File: src/design/rotated_grid_scatter_address_top_assert.svh
// Assertion macros shared by the scatter address generator RTL.
// Included by the files that carry concurrent checks; needs no other file.
`ifndef ROTATED_GRID_SCATTER_ADDRESS_TOP_ASSERT_SVH
`define ROTATED_GRID_SCATTER_ADDRESS_TOP_ASSERT_SVH

// The consequent must hold in the same cycle as the antecedent.
`define RGSA_ASSERT_NOW(label, clk, rst_n, ante, cons, msg) \
	label: assert property (@(posedge clk) disable iff (!rst_n) (ante) |-> (cons)) \
		else $error(msg);

// The consequent must hold in the cycle after the antecedent.
`define RGSA_ASSERT_NEXT(label, clk, rst_n, ante, cons, msg) \
	label: assert property (@(posedge clk) disable iff (!rst_n) (ante) |=> (cons)) \
		else $error(msg);

`endif

File: src/design/rgsa_pkg.sv
// Shared types, field widths and register codes of the scatter address generator.
// Has no dependencies; every other design file but the assert header imports it.
package rgsa_pkg;

	// Field widths fixed by the stream formats.
	localparam int COORD_W    = 6;
	localparam int VAL_W      = 32;
	localparam int DEST_W     = 18;
	localparam int MAT_W      = 36;
	localparam int ENT_W      = 4;
	localparam int SHIFT_W    = 8;
	localparam int GRID_W     = 7;
	localparam int WEIGHT_W   = 32;
	localparam int FRAC_BITS  = 16;
	localparam int PROD_W     = 2 * VAL_W;
	localparam int Q_W        = PROD_W - FRAC_BITS;

	// Affine sum of one axis: 3 * 8 * 63 + 128 fits in 12 signed bits,
	// its magnitude in 11 bits.
	localparam int SUM_W      = 12;
	localparam int MAG_W      = 11;

	// Stream and configuration port widths.
	localparam int S_FIELDS_W = 3 * COORD_W + 2 * VAL_W;
	localparam int S_TDATA_W  = ((S_FIELDS_W + 7) / 8) * 8;
	localparam int M_FIELDS_W = DEST_W + 2 * VAL_W;
	localparam int M_TDATA_W  = ((M_FIELDS_W + 7) / 8) * 8;
	localparam int CFG_IDX_W  = 3;
	localparam int CFG_DATA_W = MAT_W;

	// Parameter defaults.
	localparam int MAX_DIM_DEF    = 64;
	localparam int VALUE_BITS_DEF = 32;

	typedef enum logic {
		MODE_WEIGHTED = 1'b0,
		MODE_COPY     = 1'b1
	} rgsa_mode_t;

	typedef enum logic [CFG_IDX_W-1:0] {
		REG_MATRIX = 3'd0,
		REG_GRID_X = 3'd1,
		REG_GRID_Y = 3'd2,
		REG_GRID_Z = 3'd3,
		REG_SHIFT  = 3'd4,
		REG_WEIGHT = 3'd5,
		REG_MODE   = 3'd6
	} rgsa_reg_t;

	typedef struct packed {
		logic [MAT_W-1:0]           matrix;
		logic [GRID_W-1:0]          grid_x;
		logic [GRID_W-1:0]          grid_y;
		logic [GRID_W-1:0]          grid_z;
		logic [3*SHIFT_W-1:0]       shift;
		logic signed [WEIGHT_W-1:0] weight;
		rgsa_mode_t                 mode;
	} rgsa_cfg_t;

	localparam logic [MAT_W-1:0]           RST_MATRIX = 36'h1_0001_0001;
	localparam logic [GRID_W-1:0]          RST_GRID   = 7'd64;
	localparam logic [3*SHIFT_W-1:0]       RST_SHIFT  = '0;
	localparam logic signed [WEIGHT_W-1:0] RST_WEIGHT = 32'sh0001_0000;

	// Matrix entry k, row major, as a signed value.
	function automatic logic signed [ENT_W-1:0] mat_entry(input logic [MAT_W-1:0] m,
			input int unsigned k);
		return $signed(m[ENT_W*k +: ENT_W]);
	endfunction

endpackage

File: src/design/rgsa_cfg.sv
// Configuration register file of the scatter address generator.
// Depends on rgsa_pkg for the register codes and the configuration struct.
module rgsa_cfg (
	input  logic                             clk,
	input  logic                             arst_n,
	input  logic                             cfg_valid,
	output logic                             cfg_ready,
	input  logic [rgsa_pkg::CFG_IDX_W-1:0]   cfg_index,
	input  logic [rgsa_pkg::CFG_DATA_W-1:0]  cfg_data,
	output rgsa_pkg::rgsa_cfg_t              cfg
);
	import rgsa_pkg::*;

	rgsa_cfg_t cfg_q;

	// Every write lands in its register directly, so the port never pushes back.
	assign cfg_ready = 1'b1;
	assign cfg       = cfg_q;

	always_ff @(posedge clk or negedge arst_n) begin
		if (!arst_n) begin
			cfg_q.matrix <= RST_MATRIX;
			cfg_q.grid_x <= RST_GRID;
			cfg_q.grid_y <= RST_GRID;
			cfg_q.grid_z <= RST_GRID;
			cfg_q.shift  <= RST_SHIFT;
			cfg_q.weight <= RST_WEIGHT;
			cfg_q.mode   <= MODE_WEIGHTED;
		end else if (cfg_valid) begin
			case (cfg_index)
				REG_MATRIX: cfg_q.matrix <= cfg_data[MAT_W-1:0];
				REG_GRID_X: cfg_q.grid_x <= cfg_data[GRID_W-1:0];
				REG_GRID_Y: cfg_q.grid_y <= cfg_data[GRID_W-1:0];
				REG_GRID_Z: cfg_q.grid_z <= cfg_data[GRID_W-1:0];
				REG_SHIFT:  cfg_q.shift  <= cfg_data[3*SHIFT_W-1:0];
				REG_WEIGHT: cfg_q.weight <= $signed(cfg_data[WEIGHT_W-1:0]);
				REG_MODE:   cfg_q.mode   <= rgsa_mode_t'(cfg_data[0]);
				default: ;
			endcase
		end
	end

endmodule

File: src/design/rgsa_affine.sv
// First pipeline stage: matrix times coordinates plus shift, for all three axes.
// Depends on rgsa_pkg; hands each axis on as magnitude and sign.
module rgsa_affine (
	input  logic                                       clk,
	input  logic                                       en,
	input  logic [2:0][rgsa_pkg::COORD_W-1:0]          coord,
	input  logic [rgsa_pkg::MAT_W-1:0]                 matrix,
	input  logic [3*rgsa_pkg::SHIFT_W-1:0]             shift,
	output logic [2:0][rgsa_pkg::MAG_W-1:0]            mag_s1,
	output logic [2:0]                                 neg_s1
);
	import rgsa_pkg::*;

	logic signed [SUM_W-1:0] sum_c [3];
	logic [MAG_W-1:0]        mag_c [3];
	logic [2:0]              neg_c;

	always_comb begin
		for (int r = 0; r < 3; r++) begin
			sum_c[r] = SUM_W'($signed(shift[SHIFT_W*r +: SHIFT_W]));
			for (int k = 0; k < 3; k++) begin
				sum_c[r] = sum_c[r] + SUM_W'(mat_entry(matrix, 3*r + k))
					* SUM_W'($signed({1'b0, coord[k]}));
			end
			neg_c[r] = sum_c[r][SUM_W-1];
			mag_c[r] = neg_c[r] ? MAG_W'(-sum_c[r]) : MAG_W'(sum_c[r]);
		end
	end

	always_ff @(posedge clk) begin
		if (en) begin
			for (int r = 0; r < 3; r++) begin
				mag_s1[r] <= mag_c[r];
			end
			neg_s1 <= neg_c;
		end
	end

endmodule

File: src/design/rgsa_wrap.sv
// One slice of the restoring remainder: conditional subtracts of n shifted by
// STEP_HI down to STEP_LO, then a register. Depends on rgsa_pkg.
module rgsa_wrap #(
	parameter int DIM_W   = 7,
	parameter int STEP_HI = 10,
	parameter int STEP_LO = 7
) (
	input  logic                       clk,
	input  logic                       en,
	input  logic [rgsa_pkg::MAG_W-1:0] rem_in,
	input  logic                       neg_in,
	input  logic [DIM_W-1:0]           n,
	output logic [rgsa_pkg::MAG_W-1:0] rem_q,
	output logic                       neg_q
);
	import rgsa_pkg::*;

	localparam int W = MAG_W + DIM_W;

	logic [W-1:0] r_c;

	always_comb begin
		r_c = W'(rem_in);
		for (int k = STEP_HI; k >= STEP_LO; k--) begin
			if (r_c >= (W'(n) << k)) begin
				r_c = r_c - (W'(n) << k);
			end
		end
	end

	always_ff @(posedge clk) begin
		if (en) begin
			rem_q <= r_c[MAG_W-1:0];
			neg_q <= neg_in;
		end
	end

endmodule

File: src/design/rgsa_weight.sv
// Value path, stages one to three: weight times real part, round half up,
// saturate, or pass the complex value in copy mode. Depends on rgsa_pkg.
module rgsa_weight #(
	parameter int VALUE_BITS = rgsa_pkg::VALUE_BITS_DEF
) (
	input  logic                                   clk,
	input  logic                                   en1,
	input  logic                                   en2,
	input  logic                                   en3,
	input  logic signed [rgsa_pkg::WEIGHT_W-1:0]   weight,
	input  rgsa_pkg::rgsa_mode_t                   mode,
	input  logic signed [rgsa_pkg::VAL_W-1:0]      sample_re,
	input  logic signed [rgsa_pkg::VAL_W-1:0]      sample_im,
	output logic signed [rgsa_pkg::VAL_W-1:0]      out_re_s3,
	output logic signed [rgsa_pkg::VAL_W-1:0]      out_im_s3,
	output logic                                   accumulate_s3
);
	import rgsa_pkg::*;

	localparam logic signed [PROD_W-1:0] SAT_HI =
		(PROD_W'(1) <<< (VALUE_BITS - 1)) - PROD_W'(1);
	localparam logic signed [PROD_W-1:0] SAT_LO = -SAT_HI - PROD_W'(1);
	localparam logic signed [PROD_W-1:0] ROUND_HALF = PROD_W'(1) <<< (FRAC_BITS - 1);

	logic signed [PROD_W-1:0] prod_s1;
	logic signed [VAL_W-1:0]  re_s1, im_s1, re_s2, im_s2;
	logic signed [Q_W-1:0]    q_s2;
	logic signed [PROD_W-1:0] rnd_c;
	logic signed [PROD_W-1:0] qx_c;
	logic signed [PROD_W-1:0] sat_c;

	always_ff @(posedge clk) begin
		if (en1) begin
			prod_s1 <= PROD_W'(weight) * PROD_W'(sample_re);
			re_s1   <= sample_re;
			im_s1   <= sample_im;
		end
	end

	// Floor of (p + 2^15) / 2^16 is the upper bits of the rounded sum.
	assign rnd_c = prod_s1 + ROUND_HALF;

	always_ff @(posedge clk) begin
		if (en2) begin
			q_s2  <= rnd_c[PROD_W-1:FRAC_BITS];
			re_s2 <= re_s1;
			im_s2 <= im_s1;
		end
	end

	always_comb begin
		qx_c = PROD_W'(q_s2);
		if (qx_c > SAT_HI) begin
			sat_c = SAT_HI;
		end else if (qx_c < SAT_LO) begin
			sat_c = SAT_LO;
		end else begin
			sat_c = qx_c;
		end
	end

	always_ff @(posedge clk) begin
		if (en3) begin
			if (mode == MODE_COPY) begin
				out_re_s3     <= re_s2;
				out_im_s3     <= im_s2;
				accumulate_s3 <= 1'b0;
			end else begin
				out_re_s3     <= sat_c[VAL_W-1:0];
				out_im_s3     <= '0;
				accumulate_s3 <= 1'b1;
			end
		end
	end

endmodule

File: src/design/rotated_grid_scatter_address_top.sv
// Top level of the rotated grid scatter address generator.
// Depends on rgsa_pkg, rgsa_cfg, rgsa_affine, rgsa_wrap, rgsa_weight and the assert header.
//
// Usage:
// Grid samples arrive as transfers on the s_ stream; each one yields exactly one
// transfer on the m_ stream carrying the flattened destination index, the value
// to store and, in tuser, the accumulate flag (1 add into the destination,
// 0 overwrite). Configuration registers are written over the cfg_ channel,
// which is always ready; write them only while no sample is in flight.
// Throughput is one sample per cycle while the receiver does not stall; each
// sample passes in turn through the six register stages: the affine matrix product
// (with the value multiply alongside), three slices of the remainder reduction (with
// rounding and saturation alongside the first two), then the two multiply-adds that
// flatten the index.
// Reset empties the pipeline and loads the configuration defaults: identity
// matrix, a 64 cube grid, no shift, unity weight and weighted mode.
// When the receiver stalls, the stages hold their contents and bubbles close up
// behind the output register; s_tready falls only once every stage is full, so
// no sample is lost or repeated.
`include "rotated_grid_scatter_address_top_assert.svh"

module rotated_grid_scatter_address_top #(
	parameter int MAX_DIM    = rgsa_pkg::MAX_DIM_DEF,
	parameter int VALUE_BITS = rgsa_pkg::VALUE_BITS_DEF
) (
	input  logic                              clk,
	input  logic                              arst_n,
	// Sample stream. tdata from bit 0: coord_x, coord_y, coord_z, sample_re,
	// sample_im, zero padding.
	input  logic                              s_tvalid,
	output logic                              s_tready,
	input  logic [rgsa_pkg::S_TDATA_W-1:0]    s_tdata,
	// Result stream. tdata from bit 0: dest_index, out_re, out_im, zero padding.
	// tuser: accumulate.
	output logic                              m_tvalid,
	input  logic                              m_tready,
	output logic [rgsa_pkg::M_TDATA_W-1:0]    m_tdata,
	output logic                              m_tuser,
	// Configuration write channel.
	input  logic                              cfg_valid,
	output logic                              cfg_ready,
	input  logic [rgsa_pkg::CFG_IDX_W-1:0]    cfg_index,
	input  logic [rgsa_pkg::CFG_DATA_W-1:0]   cfg_data
);
	import rgsa_pkg::*;

	localparam int DIM_W  = $clog2(MAX_DIM + 1);
	localparam int AXW    = $clog2(MAX_DIM);
	localparam int T_W    = 2 * AXW;
	localparam int TS_W   = DIM_W + AXW + 1;
	localparam int IW     = (3 * AXW > DEST_W) ? 3 * AXW : DEST_W;
	// The remainder is split into three slices of roughly equal depth.
	localparam int HI1    = MAG_W - 1;
	localparam int LO1    = (2 * MAG_W) / 3;
	localparam int LO2    = MAG_W / 3;

	// A grid register of zero counts as one, above MAX_DIM as MAX_DIM.
	function automatic logic [DIM_W-1:0] clamp_dim(input logic [GRID_W-1:0] g);
		if (g == '0) begin
			return DIM_W'(1);
		end else if (32'(g) > MAX_DIM) begin
			return DIM_W'(MAX_DIM);
		end
		return DIM_W'(g);
	endfunction

	// Turns |a| mod n back into the non-negative modulo of a signed a.
	function automatic logic [MAG_W-1:0] wrap_fix(input logic [MAG_W-1:0] r,
			input logic neg, input logic [MAG_W-1:0] n);
		if (neg && (r != '0)) begin
			return n - r;
		end
		return r;
	endfunction

	rgsa_cfg_t                cfg;
	logic [2:0][DIM_W-1:0]    dim;

	logic ld1, ld2, ld3, ld4, ld5, ld6;
	logic v_s1, v_s2, v_s3, v_s4, v_s5, v_s6;

	logic [2:0][COORD_W-1:0]  coord;
	logic signed [VAL_W-1:0]  sample_re, sample_im;

	logic [2:0][MAG_W-1:0]    mag_s1, rem_s2, rem_s3, rem_s4;
	logic [2:0]               neg_s1, neg_s2, neg_s3, neg_s4;

	logic signed [VAL_W-1:0]  re_s3, im_s3, re_s4, im_s4, re_s5, im_s5, re_s6, im_s6;
	logic                     acc_s3, acc_s4, acc_s5, acc_s6;

	logic [AXW-1:0]           x_fix, y_fix, z_fix;
	logic [T_W-1:0]           t_c, t_s5;
	logic [MAG_W-1:0]         zr_s5;
	logic                     zneg_s5;
	logic [IW-1:0]            idx_c;
	logic [DEST_W-1:0]        dest_s6;

	// Configuration registers.
	rgsa_cfg u_cfg (
		.clk       (clk),
		.arst_n    (arst_n),
		.cfg_valid (cfg_valid),
		.cfg_ready (cfg_ready),
		.cfg_index (cfg_index),
		.cfg_data  (cfg_data),
		.cfg       (cfg)
	);

	assign dim[0] = clamp_dim(cfg.grid_x);
	assign dim[1] = clamp_dim(cfg.grid_y);
	assign dim[2] = clamp_dim(cfg.grid_z);

	// Stage loads ripple back from the output: a stage takes new contents when
	// it is empty or when the stage after it is taking its contents.
	assign ld6      = !v_s6 || m_tready;
	assign ld5      = !v_s5 || ld6;
	assign ld4      = !v_s4 || ld5;
	assign ld3      = !v_s3 || ld4;
	assign ld2      = !v_s2 || ld3;
	assign ld1      = !v_s1 || ld2;
	assign s_tready = ld1;

	always_ff @(posedge clk or negedge arst_n) begin
		if (!arst_n) begin
			v_s1 <= 1'b0;
			v_s2 <= 1'b0;
			v_s3 <= 1'b0;
			v_s4 <= 1'b0;
			v_s5 <= 1'b0;
			v_s6 <= 1'b0;
		end else begin
			if (ld1) begin
				v_s1 <= s_tvalid;
			end
			if (ld2) begin
				v_s2 <= v_s1;
			end
			if (ld3) begin
				v_s3 <= v_s2;
			end
			if (ld4) begin
				v_s4 <= v_s3;
			end
			if (ld5) begin
				v_s5 <= v_s4;
			end
			if (ld6) begin
				v_s6 <= v_s5;
			end
		end
	end

	// Unpack the sample transfer.
	assign coord     = s_tdata[3*COORD_W-1:0];
	assign sample_re = $signed(s_tdata[3*COORD_W +: VAL_W]);
	assign sample_im = $signed(s_tdata[3*COORD_W + VAL_W +: VAL_W]);

	// Stage 1: affine transform of the coordinates.
	rgsa_affine u_affine (
		.clk    (clk),
		.en     (ld1),
		.coord  (coord),
		.matrix (cfg.matrix),
		.shift  (cfg.shift),
		.mag_s1 (mag_s1),
		.neg_s1 (neg_s1)
	);

	// Stages 2 to 4: remainder of each axis magnitude by its grid size.
	for (genvar a = 0; a < 3; a++) begin : g_axis
		rgsa_wrap #(.DIM_W(DIM_W), .STEP_HI(HI1), .STEP_LO(LO1)) u_wrap_s2 (
			.clk    (clk),
			.en     (ld2),
			.rem_in (mag_s1[a]),
			.neg_in (neg_s1[a]),
			.n      (dim[a]),
			.rem_q  (rem_s2[a]),
			.neg_q  (neg_s2[a])
		);
		rgsa_wrap #(.DIM_W(DIM_W), .STEP_HI(LO1 - 1), .STEP_LO(LO2)) u_wrap_s3 (
			.clk    (clk),
			.en     (ld3),
			.rem_in (rem_s2[a]),
			.neg_in (neg_s2[a]),
			.n      (dim[a]),
			.rem_q  (rem_s3[a]),
			.neg_q  (neg_s3[a])
		);
		rgsa_wrap #(.DIM_W(DIM_W), .STEP_HI(LO2 - 1), .STEP_LO(0)) u_wrap_s4 (
			.clk    (clk),
			.en     (ld4),
			.rem_in (rem_s3[a]),
			.neg_in (neg_s3[a]),
			.n      (dim[a]),
			.rem_q  (rem_s4[a]),
			.neg_q  (neg_s4[a])
		);
	end

	// Stages 1 to 3: value path, in step with the index path.
	rgsa_weight #(.VALUE_BITS(VALUE_BITS)) u_weight (
		.clk           (clk),
		.en1           (ld1),
		.en2           (ld2),
		.en3           (ld3),
		.weight        (cfg.weight),
		.mode          (cfg.mode),
		.sample_re     (sample_re),
		.sample_im     (sample_im),
		.out_re_s3     (re_s3),
		.out_im_s3     (im_s3),
		.accumulate_s3 (acc_s3)
	);

	// Stage 5: row offset y + Ny * x.
	assign x_fix = AXW'(wrap_fix(rem_s4[0], neg_s4[0], MAG_W'(dim[0])));
	assign y_fix = AXW'(wrap_fix(rem_s4[1], neg_s4[1], MAG_W'(dim[1])));
	assign t_c   = T_W'(TS_W'(y_fix) + TS_W'(dim[1]) * TS_W'(x_fix));

	// Stage 6: flattened index z + Nz * t, kept to the field width.
	assign z_fix = AXW'(wrap_fix(zr_s5, zneg_s5, MAG_W'(dim[2])));
	assign idx_c = IW'(z_fix) + IW'(dim[2]) * IW'(t_s5);

	always_ff @(posedge clk) begin
		if (ld4) begin
			re_s4  <= re_s3;
			im_s4  <= im_s3;
			acc_s4 <= acc_s3;
		end
		if (ld5) begin
			t_s5    <= t_c;
			zr_s5   <= rem_s4[2];
			zneg_s5 <= neg_s4[2];
			re_s5   <= re_s4;
			im_s5   <= im_s4;
			acc_s5  <= acc_s4;
		end
		if (ld6) begin
			dest_s6 <= idx_c[DEST_W-1:0];
			re_s6   <= re_s5;
			im_s6   <= im_s5;
			acc_s6  <= acc_s5;
		end
	end

	assign m_tvalid = v_s6;
	assign m_tdata  = M_TDATA_W'({im_s6, re_s6, dest_s6});
	assign m_tuser  = acc_s6;

	// An empty output register must let the whole pipeline move.
	`RGSA_ASSERT_NOW(a_empty_out_ready, clk, arst_n, (!m_tvalid), (s_tready), "s_tready low with empty output")
	// Weighted results always carry a zero imaginary part.
	`RGSA_ASSERT_NOW(a_weighted_im_zero, clk, arst_n, (m_tvalid && m_tuser), (m_tdata[DEST_W+VAL_W +: VAL_W] == '0), "nonzero imaginary part on accumulate")
	// A stalled output keeps the stage behind it occupied.
	`RGSA_ASSERT_NEXT(a_stall_keeps_s5, clk, arst_n, (v_s6 && !m_tready && v_s5), (v_s5), "stage 5 lost its item during a stall")
	// A transfer in with none out adds exactly one item to the pipeline.
	`RGSA_ASSERT_NEXT(a_occupancy_up, clk, arst_n, (s_tvalid && s_tready && !(m_tvalid && m_tready)), ($countones({v_s1, v_s2, v_s3, v_s4, v_s5, v_s6}) == $past($countones({v_s1, v_s2, v_s3, v_s4, v_s5, v_s6})) + 1), "pipeline occupancy did not grow by one")

endmodule

File: config.mk
export PLATFORM = sky130hd
export DESIGN_NAME = rotated_grid_scatter_address_top
export DESIGN_NICKNAME = d
export VERILOG_FILES = /design/src/design/rgsa_pkg.sv /design/src/design/rgsa_cfg.sv /design/src/design/rgsa_affine.sv /design/src/design/rgsa_wrap.sv /design/src/design/rgsa_weight.sv /design/src/design/rotated_grid_scatter_address_top.sv
export VERILOG_INCLUDE_DIRS = /design/src /design/src/design
export SDC_FILE = /design/constraint.sdc
export NUM_CORES = 2
export LEC_CHECK = 0
export ABC_AREA = 1
export BUFFER_PORTS_ARGS = -buffer_cell sky130_fd_sc_hd__buf_2
export CAP_MARGIN = 15
export CORE_MARGIN = 8
export CORE_UTILIZATION = 60
export DETAILED_ROUTE_END_ITERATION = 8
export GPL_ROUTABILITY_DRIVEN = 0
export PLACE_DENSITY = 0.77
export SETUP_SLACK_MARGIN = 0.3
export SYNTH_ARGS = -nofsm -noshare
export SYNTH_HDL_FRONTEND = slang
export SYNTH_SLANG_ARGS = --single-unit
File: constraint.sdc
create_clock -name clk -period 13.93 [get_ports clk]
set_clock_uncertainty 0.15 [all_clocks]
set_input_delay 0.6965 -clock clk [delete_from_list [all_inputs] [get_ports clk]]
set_output_delay 0.6965 -clock clk [all_outputs]
set_load 0.005 [all_outputs]
## Word level (Yosys, flattened, before mapping)

Cells that the tools add are included.

- Eq/ne operators: 6
- Magnitude comparators: 38
- $add $sub $neg: 51
- Reductions and logical operators: 29
- $mul: 12
- Mux-type cells: 64

Operators by type and width:

| kind | count |
|---|---|
| $mux W18 | 24 |
| $mux W11 | 12 |
| $mul A4 B7 Y11 | 9 |
| $mux W32 | 3 |
| $add A64 B17 Y64 const B | 1 |
| $mul A32 B32 Y64 | 1 |
| $mux W7 | 9 |
| $ge A18 B10 Y1 | 3 |
| $ge A18 B11 Y1 | 3 |
| $ge A18 B12 Y1 | 3 |
| $ge A18 B14 Y1 | 3 |
| $ge A18 B15 Y1 | 3 |
| $ge A18 B16 Y1 | 3 |
| $ge A18 B7 Y1 | 3 |
| $ge A18 B8 Y1 | 3 |
| $sub A11 B17 Y18 | 3 |
| $sub A18 B11 Y18 | 3 |
| $sub A18 B12 Y18 | 3 |
| $sub A18 B15 Y18 | 3 |
| $sub A18 B16 Y18 | 3 |
| $sub A18 B8 Y18 | 3 |
| $ge A11 B17 Y1 | 3 |
| $gt A48 B32 Y1 const B | 1 |
| $lt A48 B32 Y1 const B | 1 |
| 29 further kinds | 94 |

- Flip-flop bits (word level): 806
- Word-level logic and storage cells: 257
- Input port bits: 132
- Output and inout bits: 92

## Longest topological paths before layout

- Depth after elaboration: 12
- Depth in mapped cells: 57

## Hierarchy

From an unflattened synthesis, not the netlist that was laid out.

- Cells, all modules: 11,605
- Area total of the unflattened synthesis: 97,790.0 sq um

By module, submodules not included:

| module | cells each | area each (sq um) | times used |
|---|---|---|---|
| rgsa_weight | 5,884 | 49,960.4 | 1 |
| rotated_grid_scatter_address_top | 1,038 | 12,816.0 | 1 |
| rgsa_affine | 1,499 | 11,718.7 | 1 |
| rgsa_wrap at g_axis[0].u_wrap_s3 ... | 348 | 2,353.5 | 3 |
| rgsa_wrap at g_axis[0].u_wrap_s4 ... | 290 | 2,008.2 | 3 |
| rgsa_wrap at g_axis[0].u_wrap_s2 ... | 255 | 1,893.1 | 3 |
| rgsa_cfg | 505 | 4,530.6 | 1 |

## Worst setup path after synthesis

Ideal clock, no wire load.

- Path kind: input port to output port
- Start: input port m_tready
- End: output port s_tready
- Path slack: 1,049 ps
- Data arrival time: 12,034 ps
- Data required time: 13,083 ps
- Stages on the path: 10
- Cell sequence: nor2_1 > inv_1 > nor2_1 > inv_1 > nor2_1 > inv_1 > nor2_1 > inv_1 > nor2_1 > nand2_1

- Word-level cells in the longest chain between the ends: 6

Ends and longest elaborated chain:

| item | line | source |
|---|---|---|
| start: declaration | rotated_grid_scatter_address_top.sv:36 | `input logic m_tready,` |
| $logic_or A1 B1 Y1 | rotated_grid_scatter_address_top.sv:115 | `assign ld6 = !v_s6 \|\| m_tready;` |
| named net ld6 | rotated_grid_scatter_address_top.sv:79 | `logic ld1, ld2, ld3, ld4, ld5, ld6;` |
| $logic_or A1 B1 Y1 | rotated_grid_scatter_address_top.sv:116 | `assign ld5 = !v_s5 \|\| ld6;` |
| named net ld5 | rotated_grid_scatter_address_top.sv:79 |  |
| $logic_or A1 B1 Y1 | rotated_grid_scatter_address_top.sv:117 | `assign ld4 = !v_s4 \|\| ld5;` |
| named net g_axis[0].u_wrap_s4.en | rgsa_wrap.sv:9 | `input logic en,` |
| $logic_or A1 B1 Y1 | rotated_grid_scatter_address_top.sv:118 | `assign ld3 = !v_s3 \|\| ld4;` |
| named net g_axis[0].u_wrap_s3.en | rgsa_wrap.sv:9 |  |
| $logic_or A1 B1 Y1 | rotated_grid_scatter_address_top.sv:119 | `assign ld2 = !v_s2 \|\| ld3;` |
| $logic_or A1 B1 Y1 | rotated_grid_scatter_address_top.sv:120 | `assign ld1 = !v_s1 \|\| ld2;` |
| end: declaration | rotated_grid_scatter_address_top.sv:31 | `output logic s_tready,` |

The timed path passes the listed nets, and every way through them passes these cells.

## Worst setup path after layout

- Start: register u_cfg.cfg_q (netlist bit u_cfg.cfg[70])
- End: register g_axis[1].u_wrap_s3.rem_q[5] in the netlist's numbering (data pin)

- Word-level cells in the longest chain between the ends: 12
- Elaborated cells between the ends (all ways): 18

Ends and longest elaborated chain:

| item | line | source |
|---|---|---|
| start: declaration | rgsa_cfg.sv:14 | `rgsa_cfg_t cfg_q;` |
| $gt A7 B7 Y1 | rotated_grid_scatter_address_top.sv:61 | `end else if (32'(g) > MAX_DIM) begin` |
| $mux W1 | rotated_grid_scatter_address_top.sv:61 |  |
| $mux W1 | rotated_grid_scatter_address_top.sv:59 | `if (g == '0) begin` |
| $mux W7 * | rotated_grid_scatter_address_top.sv:64 | `return DIM_W'(g);` |
| $sub A11 B13 Y14 or $ge A11 B13 Y1 (tied branches) | rgsa_wrap.sv:26, rgsa_wrap.sv:25 |  |
| $mux W18 | rgsa_wrap.sv:25 | `if (r_c >= (W'(n) << k)) begin` |
| $sub A18 B12 Y18 or $ge A18 B12 Y1 (tied branches) | rgsa_wrap.sv:26, rgsa_wrap.sv:25 |  |
| $mux W18 | rgsa_wrap.sv:25 |  |
| $sub A18 B11 Y18 or $ge A18 B11 Y1 (tied branches) | rgsa_wrap.sv:26, rgsa_wrap.sv:25 |  |
| $mux W18 | rgsa_wrap.sv:25 |  |
| $ge A18 B10 Y1 or $sub A11 B10 Y11 (tied branches) | rgsa_wrap.sv:25, rgsa_wrap.sv:26 |  |
| $mux W11 * | rgsa_wrap.sv:25 |  |
| named net g_axis[1].u_wrap_s3.r_c[5] | rgsa_wrap.sv:20 | `logic [W-1:0] r_c;` |
| end signal: assignment | rgsa_wrap.sv:33 | `rem_q <= r_c[MAG_W-1:0];` |
| end: declaration | rgsa_wrap.sv:13 | `output logic [rgsa_pkg::MAG_W-1:0] rem_q,` |

Mark *: on every way through the listed nets, which the timed path passes. The rest lies on a longest branch.
A chain may end at the register's enable or synchronous reset.

==> impl_metrics.py <==
metrics = {
    "setup_path": {
        "critPathMaxStageDelay_ps": 700,
        "required_ps": 14250,
        "crit_arrival_ps": 10670,
        "crit_top_cell": "nand2_1",
        "path_max_fanout": 13,
        "path_class": "register to register",
        "startpoint_type": "register",
        "reg2reg_slack_ps": 3580,
        "crit_path_top_delay_cell": "dfstp_2",
        "endpoint_kind": "register",
    },
    "floorplan": {
        "die_y_um": 408,
        "rows": 143,
        "die_area_um2": 166000,
        "ios": 224,
        "start_util_pct": 60.5,
        "die_x_um": 408,
        "core_um2": 152000,
    },
    "timing": {
        "finalSetupViolations": 0,
        "fin_tns_setup_ps": 0,
        "slew_viol_final": 0,
        "worst_pin_slew_ps": 1130,
        "max_freq_mhz": 96.6,
        "setup_ws_ps": 3580,
        "finalCriticalPeriod_ps": 10350,
        "finalHoldViolCount": 0,
        "slew_headroom_pct": 24.4,
        "rsz0062_at_grt": "false",
        "worst_hold_slack_ps": 63.7,
        "period_share_pct": 74.3,
    },
    "placement": {
        "place_area_um2": 94900,
        "pre_cts_ws_ps": 3720,
        "port_buffers": 210,
        "dp_hpwl_um": 173000,
    },
    "clocking": {
        "root_buffer": "clkbuf_16",
        "cts.sinks": 791,
        "cts_made_buffers": 86,
        "post_cts_buffers": 0,
        "cts_resized": 0,
        "path_clk_slew_ps": 70,
        "htreeDepth": 3,
        "cts_hold_buf": 35,
        "clock_path_buffers": 3,
        "cts_tree": "built",
        "worstSkewPairLatency_ps": 740,
    },
    "global_routing": {
        "track_usage_pct": 26.9,
        "antenna_found_initial": 17,
        "overflow": 0,
        "grt_pass1_wl_um": 365000,
        "grt_max_degree": 79,
        "grt_pass1_vias": 73100,
    },
    "routing": {
        "drc_errors": 0,
        "dr_total_vias": 68600,
        "drt_iter0_markers": 5457,
        "wirelength_um": 222000,
        "postRouteAntennaNets": 0,
        "first_pass_iters": 6,
        "routedWlPerCell_um": 17.8,
        "via_per_inst": 5.49,
    },
    "synth": {
        "synth_edf_count": 671,
        "ys_ff_latch": 791,
        "synth_mux_area_share_pct": 0.0489,
        "synth-simple-area-share_pct": 15.4,
        "synth_most_common_cell": "inv_1",
        "synthTopCellsByArea": "fa_1, edfxtp_1, inv_1",
        "synth.top_cells.by_count": "inv_1, nand2_1, fa_1",
        "netlist_instances": 10300,
        "synth_warnings": 0,
        "async_flop_share_pct": 15.2,
        "synth_top_family_by_area": "adder cells",
        "synth_xor_area_share_pct": 3.58,
        "synth.distinct_cells": 70,
        "syn_area_um2": 92100,
        "syn_area_per_cell_um2": 8.94,
        "yosysTopAreaCell": "fa_1",
        "synth_ff_type": "edfxtp_1",
        "synth-adder-area-share_pct": 39.0,
        "yosysSeqAreaShare_pct": 25.2,
        "synth_top_area_share_pct": 30.0,
        "synth_compound_area_share_pct": 5.25,
    },
    "run_status": {
        "status": "finished clean",
    },
    "job": {
        "max_cap_violations": 0,
    },
    "finish": {
        "nFillCells": 11900,
        "area_growth_pct": 7.05,
        "final_nets": 12600,
        "finish.instance_area_um2": 98600,
        "drive_gt1_share_pct": 6.26,
    },
    "worst_hold_path": {
        "hold_path_class": "input pin to register",
    },
}
final timing paths:
check	cells past startpoint	to	from
worst max-delay path	49	g_axis[1].u_wrap_s3.rem_q[5]$_DFFE_PP_	u_cfg.cfg[70]$_DFFE_PN1P_
max in group asynchronous	3	u_cfg.cfg[0]$_DFFE_PN0P_	arst_n
min in group asynchronous	2	u_cfg.cfg[103]$_DFFE_PN0P_	arst_n
worst min-delay path	2	u_cfg.cfg[112]$_DFFE_PN0P_	cfg_data[34]
worst min register to register	0	g_axis[0].u_wrap_s4.neg_q$_DFFE_PP_	g_axis[0].u_wrap_s3.neg_q$_DFFE_PP_
worst max register to register	49	g_axis[1].u_wrap_s3.rem_q[5]$_DFFE_PP_	u_cfg.cfg[70]$_DFFE_PN1P_
state kept, by name (all words and copies together), names as in the netlist, 18 cells and up:
| signal | count |
|---|---|
| u_cfg.cfg | 114 |
| u_weight.im_s2 | 32 |
| re_s5 | 32 |
| u_affine.mag_s1 | 33 |
| u_weight.out_re_s3 | 32 |
| u_weight.out_im_s3 | 32 |
| im_s4 | 32 |
| u_weight.im_s1 | 32 |
| dest_s6 | 18 |
| im_s6 | 32 |
| im_s5 | 32 |
| u_weight.q_s2 | 48 |
| g_axis.u_wrap_s4.rem_q | 33 |
| g_axis.u_wrap_s2.rem_q | 33 |
| u_weight.re_s2 | 32 |
| g_axis.u_wrap_s3.rem_q | 33 |
| re_s4 | 32 |
| re_s6 | 32 |
| u_weight.re_s1 | 32 |
| u_weight.prod_s1 | 49 |
cell usage in the layout, fill, tap and decap left out, types with 105 or more instances in the layout:
cell type / count
o21ai_0: 373
a21oi_1: 362
nor2_1: 485
buf_2: 209
dfrtp_1: 105
inv_1: 2474
edfxtp_1: 671
xnor2_1: 149
xor2_1: 227
fa_1: 1380
nand3_1: 188
ha_1: 660
nand2_1: 2317
area by class of cell:
class / count / area (um2) / share of cell area, %
flip-flops and latches: 791 / 23200 / 23.5
clock buffers: 93 / 2200 / 2.23
inverters: 2507 / 9430 / 9.56
diodes: 7 / 17.5 / 0.0178
repair buffers: 304 / 1860 / 1.89
well taps: 2030 / 2540 / 2.58
clock inverters: 69 / 1050 / 1.06
multi-input cells: 6696 / 58300 / 59.2
per-layer routing:
metal / vias up / global-route usage (%) / routed length [um]
met3: 649 / 5.15 / 19000
met4: 12 / 11.1 / 9820
met5: - / 0 / 71
met2: 2879 / 46.0 / 107000
li1: 31400 / - / -
met1: 33700 / 33.6 / 85700
critical path, delay by kind of cell, from the launching register on:
family                   cells  cell delay (ps)
AO/OA/AOI/OAI               15             4050
XOR/XNOR                     1              190
adder cells (fa/ha/maj)      5             1800
buffers and inverters        9             1260
flip-flops                   1              700
AND/OR/NAND/NOR             19             1930
cells by family (layout without fill, tap and decap cells):
kind of cell | Yosys count | in the layout
AOI/OAI and AO/OA | 897 | 897
xor gates and xnor gates | 376 | 376
and+or+nand+nor | 3372 | 3372
other | 2 | 14
DFF | 791 | 791
muxes | 4 | 4
adders and majority gates | 2040 | 2040
buffers and inverters | 2819 | 2973
metrics by stage:
stage | instances | util (%)
floorplan | 10300 | -
CTS | 12500 | 64.8
detailed placement | 12300 | 62.4
global route | 12500 | 64.8
global placement | 12300 | 62.4
finish | 12500 | 64.8
Power is not shown: default switching activity piles up to over one toggle a cycle in this logic, so the estimate is an artifact.
